==> src/hdl/b41_pkg.sv <==
// ----------------------------------------------------------------------------
// b41_pkg: shared types and constants for the base-41 identifier text parser
// Word layouts, status codes, character codes and the alphabet decode.
// ----------------------------------------------------------------------------
package b41_pkg;

    localparam int RADIX = 41;
    localparam int WORD_W = 32;
    localparam int GROUP_COUNT = 4;
    localparam int ACC_W = 38;

    localparam logic [7:0] TERM_CHAR = 8'h00;
    localparam logic [7:0] DASH_CHAR = 8'h2D;

    localparam logic [2:0] DIGITS_PER_GROUP = 3'd6;
    localparam logic [2:0] DIGIT_COUNT_SAT = 3'd7;
    localparam logic [1:0] LAST_GROUP = 2'd3;

    localparam logic [1:0] STATUS_OK = 2'd0;
    localparam logic [1:0] STATUS_MALFORMED = 2'd1;
    localparam logic [1:0] STATUS_CHECKSUM = 2'd2;

    typedef struct packed {
        logic [7:0] text_char;
        logic [7:0] id_kind;
    } t_in_word;

    typedef struct packed {
        logic [63:0] id_high;
        logic [63:0] id_low;
        logic [1:0]  parse_status;
    } t_out_word;

    typedef logic [GROUP_COUNT-1:0][WORD_W-1:0] t_group_words;

    typedef struct packed {
        logic       hit;
        logic [5:0] value;
    } t_digit;

    function automatic t_digit digit_of(input logic [7:0] ch);
        t_digit d;
        d.hit = 1'b1;
        d.value = 6'd0;
        case (ch) inside
            [8'h61:8'h68]: d.value = 6'(ch - 8'h61);
            8'h6B:         d.value = 6'd8;
            8'h6F:         d.value = 6'd9;
            [8'h70:8'h74]: d.value = 6'(ch - 8'h70) + 6'd10;
            8'h79:         d.value = 6'd15;
            [8'h41:8'h48]: d.value = 6'(ch - 8'h41) + 6'd16;
            8'h4B:         d.value = 6'd24;
            8'h4C:         d.value = 6'd25;
            [8'h50:8'h54]: d.value = 6'(ch - 8'h50) + 6'd26;
            8'h59:         d.value = 6'd31;
            [8'h32:8'h39]: d.value = 6'(ch - 8'h32) + 6'd32;
            8'h30:         d.value = 6'd40;
            default:       d.hit = 1'b0;
        endcase
        return d;
    endfunction

endpackage

==> src/hdl/b41_pack_check.sv <==
// ----------------------------------------------------------------------------
// b41_pack_check: result assembly
// Packs the four group words big-endian and tests the checksum byte.
// ----------------------------------------------------------------------------
module b41_pack_check (
    input  b41_pkg::t_group_words i_words,
    input  logic [7:0]            i_kind,
    input  logic                  i_complete,
    output b41_pkg::t_out_word    o_result
);

    logic [3:0][7:0] word_sum;
    logic [7:0]      total;
    logic [127:0]    id_value;

    always_comb begin
        for (int g = 0; g < b41_pkg::GROUP_COUNT; g++) begin
            word_sum[g] = i_words[g][31:24] + i_words[g][23:16] + i_words[g][15:8];
            // byte 7 is the low byte of word 1: leave it out
            if (g != 1) begin
                word_sum[g] = word_sum[g] + i_words[g][7:0];
            end
        end
    end

    assign total = i_kind + word_sum[0] + word_sum[1] + word_sum[2] + word_sum[3];
    assign id_value = {i_words[0], i_words[1], i_words[2], i_words[3]};

    always_comb begin
        if (!i_complete) begin
            o_result.id_high = 64'd0;
            o_result.id_low = 64'd0;
            o_result.parse_status = b41_pkg::STATUS_MALFORMED;
        end else begin
            o_result.id_high = id_value[127:64];
            o_result.id_low = id_value[63:0];
            o_result.parse_status = (total == i_words[1][7:0]) ? b41_pkg::STATUS_OK
                                                                : b41_pkg::STATUS_CHECKSUM;
        end
    end

endmodule

==> src/hdl/base41_id_text_parser_unit.sv <==
// ----------------------------------------------------------------------------
// base41_id_text_parser_unit: base-41 identifier text parser
// Path: a terminator word goes through the input register, then the result
// register, and waits in the input register while the output is stalled.
// Throughput: one character word per cycle (a terminator waits on a stalled
// output), set by the multiply-add by 41 on the group word feeding itself.
// Reset: synchronous active low; clears parse state and both valid flags.
// ----------------------------------------------------------------------------
module base41_id_text_parser_unit (
    input  logic                i_clk,
    input  logic                i_rst_n,
    input  logic                i_in_valid,
    output logic                o_in_stall,
    input  b41_pkg::t_in_word   i_in_word,
    output logic                o_out_valid,
    input  logic                i_out_stall,
    output b41_pkg::t_out_word  o_out_word
);

    logic                  r_in_valid;
    b41_pkg::t_in_word     r_in;
    logic                  r_out_valid;
    b41_pkg::t_out_word    r_out;

    b41_pkg::t_group_words r_words, n_words;
    logic [1:0]            r_group_index, n_group_index;
    logic [2:0]            r_digit_count, n_digit_count;
    logic                  r_error, n_error;

    logic                  is_term;
    logic                  out_free;
    logic                  fire;
    logic                  accept_in;
    logic                  complete;
    b41_pkg::t_digit       digit;
    logic [b41_pkg::ACC_W-1:0] acc;
    b41_pkg::t_out_word    result;

    assign is_term = (r_in.text_char == b41_pkg::TERM_CHAR);
    assign out_free = !r_out_valid || !i_out_stall;
    assign fire = r_in_valid && (!is_term || out_free);
    assign o_in_stall = r_in_valid && !fire;
    assign accept_in = i_in_valid && !o_in_stall;

    assign complete = !r_error && (r_digit_count == b41_pkg::DIGITS_PER_GROUP)
                      && (r_group_index == b41_pkg::LAST_GROUP);

    assign digit = b41_pkg::digit_of(r_in.text_char);
    assign acc = b41_pkg::ACC_W'(r_words[r_group_index])
                 * b41_pkg::ACC_W'(b41_pkg::RADIX)
                 + b41_pkg::ACC_W'(digit.value);

    b41_pack_check u_pack_check (
        .i_words    (r_words),
        .i_kind     (r_in.id_kind),
        .i_complete (complete),
        .o_result   (result)
    );

    always_comb begin
        n_words = r_words;
        n_group_index = r_group_index;
        n_digit_count = r_digit_count;
        n_error = r_error;
        if (fire) begin
            if (is_term) begin
                n_words = '0;
                n_group_index = 2'd0;
                n_digit_count = 3'd0;
                n_error = 1'b0;
            end else if (!r_error) begin
                if (r_in.text_char == b41_pkg::DASH_CHAR) begin
                    if (r_digit_count != b41_pkg::DIGITS_PER_GROUP
                        || r_group_index == b41_pkg::LAST_GROUP) begin
                        n_error = 1'b1;
                    end else begin
                        n_group_index = r_group_index + 2'd1;
                        n_digit_count = 3'd0;
                    end
                end else if (!digit.hit) begin
                    n_error = 1'b1;
                end else begin
                    if (r_digit_count != b41_pkg::DIGIT_COUNT_SAT) begin
                        n_digit_count = r_digit_count + 3'd1;
                    end
                    if (acc[b41_pkg::ACC_W-1:b41_pkg::WORD_W] != '0) begin
                        n_error = 1'b1;
                    end else begin
                        n_words[r_group_index] = acc[b41_pkg::WORD_W-1:0];
                    end
                end
            end
        end
    end

    always_ff @(posedge i_clk) begin
        if (!i_rst_n) begin
            r_in_valid <= 1'b0;
            r_out_valid <= 1'b0;
            r_words <= '0;
            r_group_index <= 2'd0;
            r_digit_count <= 3'd0;
            r_error <= 1'b0;
        end else begin
            r_words <= n_words;
            r_group_index <= n_group_index;
            r_digit_count <= n_digit_count;
            r_error <= n_error;
            if (accept_in) begin
                r_in_valid <= 1'b1;
            end else if (fire) begin
                r_in_valid <= 1'b0;
            end
            if (fire && is_term) begin
                r_out_valid <= 1'b1;
            end else if (!i_out_stall) begin
                r_out_valid <= 1'b0;
            end
        end
    end

    always_ff @(posedge i_clk) begin
        if (accept_in) begin
            r_in <= i_in_word;
        end
        if (fire && is_term) begin
            r_out <= result;
        end
    end

    assign o_out_valid = r_out_valid;
    assign o_out_word = r_out;

endmodule

==> config.mk <==
export PLATFORM = sky130hd
export DESIGN_NAME = base41_id_text_parser_unit
export DESIGN_NICKNAME = d
export VERILOG_FILES = /design/src/hdl/b41_pkg.sv /design/src/hdl/b41_pack_check.sv /design/src/hdl/base41_id_text_parser_unit.sv
export SDC_FILE = /design/constraint.sdc
export NUM_CORES = 1
export LEC_CHECK = 0
export BUFFER_PORTS_ARGS = -buffer_cell sky130_fd_sc_hd__buf_4
export CORE_AREA = 4 4 189 191
export DETAILED_ROUTE_END_ITERATION = 10
export DIE_AREA = 0 0 193 195
export PLACE_DENSITY = 0.76
export SLEW_MARGIN = 10
export SYNTH_ARGS = -nofsm -noshare
export SYNTH_HDL_FRONTEND = slang
export SYNTH_HIERARCHICAL = 1
export SYNTH_SLANG_ARGS = --single-unit
==> constraint.sdc <==
create_clock -name i_clk -period 17.75 [get_ports i_clk]
set_input_delay 0.8875 -clock i_clk [delete_from_list [all_inputs] [get_ports i_clk]]
set_output_delay 0.8875 -clock i_clk [all_outputs]
set_load 0.02 [all_outputs]
After elaboration in Yosys (flattened, before gate mapping)
Index checks and enable logic that the tools add are counted.
{ "classes": {"eq_ne": 19, "muxes": 55, "n_mul": 1, "n_lt_le_gt_ge": 12, "n_addsub": 27, "reduce_logical": 31} }
{ "ops": {"columns": ["cell", "n"], "rows": [
  ["two-way mux 128 bit", 5],
  ["bitwise mux 128 bit", 1],
  ["adder 8 bit", 15],
  ["two-way mux 6 bit", 12],
  ["binary-select mux 32 bit (select 2 bit)", 1],
  ["demux 32 bit (select 2 bit)", 1],
  ["two-way mux 32 bit", 2],
  ["== test 8 x 7 -> 1 bit, second input constant", 6],
  ["adder 38 x 6 -> 38 bit", 1],
  ["multiplier 32 x 6 -> 38 bit, second input constant", 1],
  ["greater-or-equal comparator 8 x 7 -> 1 bit, second input constant", 4],
  ["less-or-equal comparator 8 x 7 -> 1 bit, second input constant", 4],
  ["two-way mux 1 bit", 22],
  ["two-way mux 3 bit", 6],
  ["subtractor 6 bit, second input constant", 3],
  ["== test 8 x 6 -> 1 bit, second input constant", 2],
  ["adder 6 x 5 -> 6 bit, second input constant", 2],
  ["logical AND 1 bit", 12],
  ["two-way mux 2 bit", 5],
  ["AND reduction 5 bit", 2],
  ["!= test 3 bit, second input constant", 3],
  ["== test 8 bit", 1],
  ["greater-or-equal comparator 8 x 6 -> 1 bit, second input constant", 1],
  ["less-or-equal comparator 8 x 6 -> 1 bit, second input constant", 1],
  ["other kinds (19)", 32]
]} }
{ "word_totals": {"out_inout_bits": 132, "elab_cells": 159, "reg_bits": 282} }

Depth between registers and ports, before layout
{ "depth": {"depth_word": 20, "depth_mapped": 28} }

Hierarchy
Netlist, hierarchy kept.
{ "by_module_without_submodules": {"columns": ["module", "area_each_um2", "cells_each", "seq_area_each_um2", "instances"], "rows": [
  ["base41_id_text_parser_unit", 14988.1, 1280, 7106.8, 1],
  ["b41_pack_check", 3575.9, 397, 0.0, 1]
]} }

Least setup slack after synthesis
OpenSTA, ideal clock, no wires.
{ "synth_path": {"path_type": "register to register", "startpoint": "reg r_group_index[1]", "endpoint": "reg r_words[57] (netlist name)", "path_stages_with_launch": 24, "required_time_ns": 17.633, "synth_period_minus_slack_ns": 6.339, "path_slack_ns": 11.411, "path_buffers": 5, "arrival_ns": 6.222, "cell_sequence": "dfxtp_1 > clkbuf_1 > buf_1 > mux4_2 > ha_1 > inv_1 > fa_1 > inv_1 > ha_1 > ha_1 > ha_1 > buf_6 > a21oi_2 > o21ai_1 > a221o_1 > and2_1 > or4_1 > a221o_1 > nor4_4 > and3_4 > buf_8 > o22ai_4 > buf_6 > a22o_1"} }
{ "synth_via": {"elab_chain_cells": 10} }
{ "synth_rtl": {"columns": ["element", "line_no", "text"], "rows": [
  ["from (decl)", "base41_id_text_parser_unit.sv:26", "logic [1:0] r_group_index, n_group_index;"],
  ["from (signal assigned)", "base41_id_text_parser_unit.sv:106", "r_group_index <= n_group_index;"],
  ["binary-select mux 32 bit (select 2 bit) (tied with other cells)", "base41_id_text_parser_unit.sv:49", "assign acc = b41_pkg::ACC_W'(r_words[r_group_index])"],
  ["two-way mux 32 bit (implied by the code) / logical AND 1 bit (equally long branches)", "base41_id_text_parser_unit.sv:49, base41_id_text_parser_unit.sv:89", null],
  ["multiplier 32 x 6 -> 38 bit / two-way mux 32 bit (equally long branches)", "base41_id_text_parser_unit.sv:50, base41_id_text_parser_unit.sv:89", null],
  ["adder 38 x 6 -> 38 bit / demux 32 bit (select 2 bit) (equally long branches)", "base41_id_text_parser_unit.sv:51, base41_id_text_parser_unit.sv:89", null],
  ["bitwise mux 128 bit", "base41_id_text_parser_unit.sv:89", "n_words[r_group_index] = acc[b41_pkg::WORD_W-1:0];"],
  ["two-way mux 128 bit", "base41_id_text_parser_unit.sv:86", "if (acc[b41_pkg::ACC_W-1:b41_pkg::WORD_W] != '0) begin"],
  ["two-way mux 128 bit", "base41_id_text_parser_unit.sv:80", "end else if (!digit.hit) begin"],
  ["two-way mux 128 bit", "base41_id_text_parser_unit.sv:72", "if (r_in.text_char == b41_pkg::DASH_CHAR) begin"],
  ["two-way mux 128 bit", "base41_id_text_parser_unit.sv:71", "end else if (!r_error) begin"],
  ["two-way mux 128 bit", "base41_id_text_parser_unit.sv:66", "if (is_term) begin"],
  ["to (signal assigned)", "base41_id_text_parser_unit.sv:105", "r_words <= n_words;"],
  ["to (decl)", "base41_id_text_parser_unit.sv:25", "b41_pkg::t_group_words r_words, n_words;"]
]} }
Parallel ways exist; a longest one is shown, timed or not. The select of a mux whose other input is x is not followed.
A chain may end at the register's enable or synchronous reset.

Final worst setup path
{ "layout_path": {"startpoint": "reg r_group_index[1]", "endpoint": "reg r_words[99] (netlist name)"} }
The elaborated chain is that of the path after synthesis.

==> impl_metrics.csv <==
group,metric,value,unit
run_status,outcome,"complete, no violations",
die,fp.dieW,193,um
worst_setup_path,critPathCaptureType,"flip-flop",
global_routing,antenna_found_initial,0,
clocking,hold_buffers,0,
pwr,peakVddDrop,78.90,uV
routing,drc_errors,0,
pwr,p_per_area,63.98,nW/um^2
worst_setup_path,crit_required,18250,ps
worst_setup_path,rr_startpoint,"r_group_index[1]",
global_routing,grt_pass1_vias,13260,
worst_setup_path,worstRegToRegCells,19,
final_layout,layoutNonFillerInstCount,2266,
clocking,clkLatencyLatePin,570,ps
worst_setup_path,crit_path_start_kind,"flip-flop",
sta,whs,482.3,ps
yosys,syn_nets,1981,
yosys,synth_top_area_share,0.2362,
clocking,root_buffer,"clkbuf_16",
global_routing,grt_max_degree,130,
yosys,synth_top_cell_by_area,"edfxtp_1",
worst_setup_path,max_stage_delay,930,ps
final_layout,finalNetCount,2092,
yosys,netlist_top_cells_count,"inv_1, ha_1, edfxtp_1",
worst_setup_path,r2r_slack,10450,ps
clocking,clk_pin_slew_worst_paths,60,ps
global_routing,gr-total-overflow,0,
die,die_h,195,um
routing,viasPerCell,5.867,
placed_design,post-place-cells,2212,
die,start_util,0.5441,
yosys,synth_most_common_cell,"inv_1",
worst_setup_path,cp_slowest_cell,"and2_1",
sta,rsz0062_at_grt,"no",
worst_setup_path,path_buf_inv,3,
die,ioPinCount,152,
final_layout,utilization,0.6123,
yosys,synth_flop_cell,"edfxtp_1",
clocking,cts_sinks,282,
placed_design,io_buffers,151,
worst_setup_path,cp_common_cell,"ha_1",
sta,clock_skew,18.90,ps
yosys,yosysUniqueCellTypes,72,
clocking,cts_tree,"built",
worst_setup_path,r2r-end,"r_words[99]",
sta,setup_viol,0,
sta,period_minus_slack,7296,ps
clocking,cts_setup_buffers,0,
worst_setup_path,path_cells,"buf_4 > mux4_2 > ha_1 > inv_1 > fa_1 > inv_1 > ha_1 > ha_1 > ha_1 > a21oi_1 > o21ai_1 > a221oi_2 > o21ai_0 > or4_1 > a221o_1 > nor4_4 > and3_4 > and2_1 > a32o_1",
routing,final_antenna_net_count,0,
sta,fin_crit_sh,0.4111,
clocking,cts_buffer_depth,3,
global_routing,grt_pass1_wl,77270,um
die,die-area,37640,um^2
job,cap_violations,0,
worst_hold_path,whs_path_depth,2,
yosys,avgSynthCellArea,11.07,um^2
worst_hold_path,hp-class,"reg2reg",
worst_setup_path,crit_family,"simple AND/OR/NAND/NOR gates",
yosys,synth-edff-count,146,
final_layout,diodes,0,
sta,finalMaxSlewViolations,0,
routing,wirelength,49650,um
yosys,yosys-top-cells-area,"edfxtp_1, dfxtp_1, fa_1, ha_1, inv_1",
worst_setup_path,crit_fanout,32,
sta,max_freq,137.1,MHz
global_routing,grt_use_total,0.2656,
sta,fin_tns_setup,0,ps
yosys,async_flop_share,0,
yosys,yosysSeqAreaShare,0.3828,
routing,first_pass_iters,8,
clocking,h-tree-depth,1,
routing,drt_iter0_markers,1132,
die,fp-row-count,68,
clocking,ctsResizeCount,0,
placed_design,dp_hpwl,38940,um
pwr,p_total,1.337,mW
final_layout,area_growth,12.53,%
yosys,ys_warn_count,6,
yosys,syn_inst,1677,
die,coreArea,34120,um^2
sta,hold_viol,0,
clocking,cts_buffers,29,
pwr,leakage,9.182,nW
yosys,ys_seq_elements,282,
worst_setup_path,critPathArrivalTime,7800,ps
routing,wl_per_cell,21.91,um
sta,slew_headroom,0.2174,
worst_hold_path,hold_path_end,"r_digit_count[1]",
worst_hold_path,worstHoldStart,"r_digit_count[1]",
placed_design,gp_congestion,0.9712,
sta,worstMarginPinSlew,1174,ps
worst_setup_path,setup.worst_path.class,"reg2reg",
routing,vias,13290,
yosys,syn-cell-area,18560,um^2
final_layout,drive_gt1_frac,0.1386,
[through the flow]
step | setup WS (ps) | instance area (um^2)
floorplan | 11410 | 18560
global placement | 10690 | 19970
detailed placement | 10550 | 19970
CTS | 10510 | 20890
global route | 10040 | 20890
finish | 10450 | 20890
[layout make-up]
cell class	instances	area (um^2)
Fill cell	2709	13230
Timing Repair Buffer	158	1186
Inverter	260	978.4
Tap cell	455	569.3
Multi-Input combinational cell	1057	10120
Sequential cell	282	7108
Clock inverter	16	145.1
Clock buffer	38	779.5
[sequential cells by signal, summed over array words and instances (netlist names)]
| register | cells |
|---|---|
| o_out_word | 130 |
| r_words | 128 |
| r_in | 16 |
| r_digit_count | 3 |
| r_group_index | 2 |
| o_out_valid | 1 |
| r_error | 1 |
| r_in_valid | 1 |
[cell families after synthesis]
group           synth area share
compound gates            0.1281
xor+xnor                 0.03565
fa+ha+maj                 0.2383
buf+inv                  0.07293
flops                     0.3828
mux                      0.03997
simple gates              0.1022
[per-layer routing]
layer,up-vias,track usage,wire (um)
met1,6494,0.3731,20490
met4,0,0.08969,1882
met3,98,0.05095,4406
li1,6054,-,-
met5,-,0,0
met2,648,0.4171,22870
[power breakdown]
part	total [mW]	internal [mW]	switching, mW
logic	0.0542	0.0195	0.0347
clock network	0.593	0.339	0.254
registers	0.689	0.683	0.00567
total	1.34	1.04	0.294
[worst min-delay path, stage by stage (launching register included)]
cell and delay [ps]:
dfxtp_1 320, nand2_1 50, a21boi_0 60
[placed cells by master, fill, tap and decap left out, types with 5 or more instances in the layout]
cell type and n:
a211oi_1 10, a21boi_0 8, a21o_1 17, a21oi_1 54, a22o_1 28, a32o_1 32, and2_1 142, buf_4 158
clkbuf_1 7, clkbuf_16 29, clkinv_1 5, dfxtp_1 135, edfxtp_1 146, fa_1 116, ha_1 168, inv_1 259
mux4_2 32, nand2_1 84, nand2b_1 6, nand3_1 18, nand4_1 15, nor2_1 34, nor2b_1 5, nor3_1 12
o21a_1 5, o21ai_0 45, o21bai_1 5, o2bb2ai_1 68, o31ai_1 5, xnor2_1 51, xor2_1 22
[worst max-delay path by stage]
| stage | startpoint | to | slack, ps | depth (start not counted) |
|---|---|---|---|---|
| 6_report | r_group_index[1] | r_words[99] | 10450 | 19 |
| 4_1_cts | r_group_index[1] | r_words[6] | 10510 | 19 |
| 5_1_grt | r_group_index[1] | r_words[99] | 10040 | 19 |
| 2_1_floorplan | r_group_index[1] | r_words[57] | 11410 | 23 |
| 3_5_place_dp | r_group_index[1] | r_words[6] | 10550 | 19 |
| 3_3_place_gp | r_group_index[1] | r_words[37] | 10690 | 19 |
Note: power is estimated with default switching activity, not from simulation.
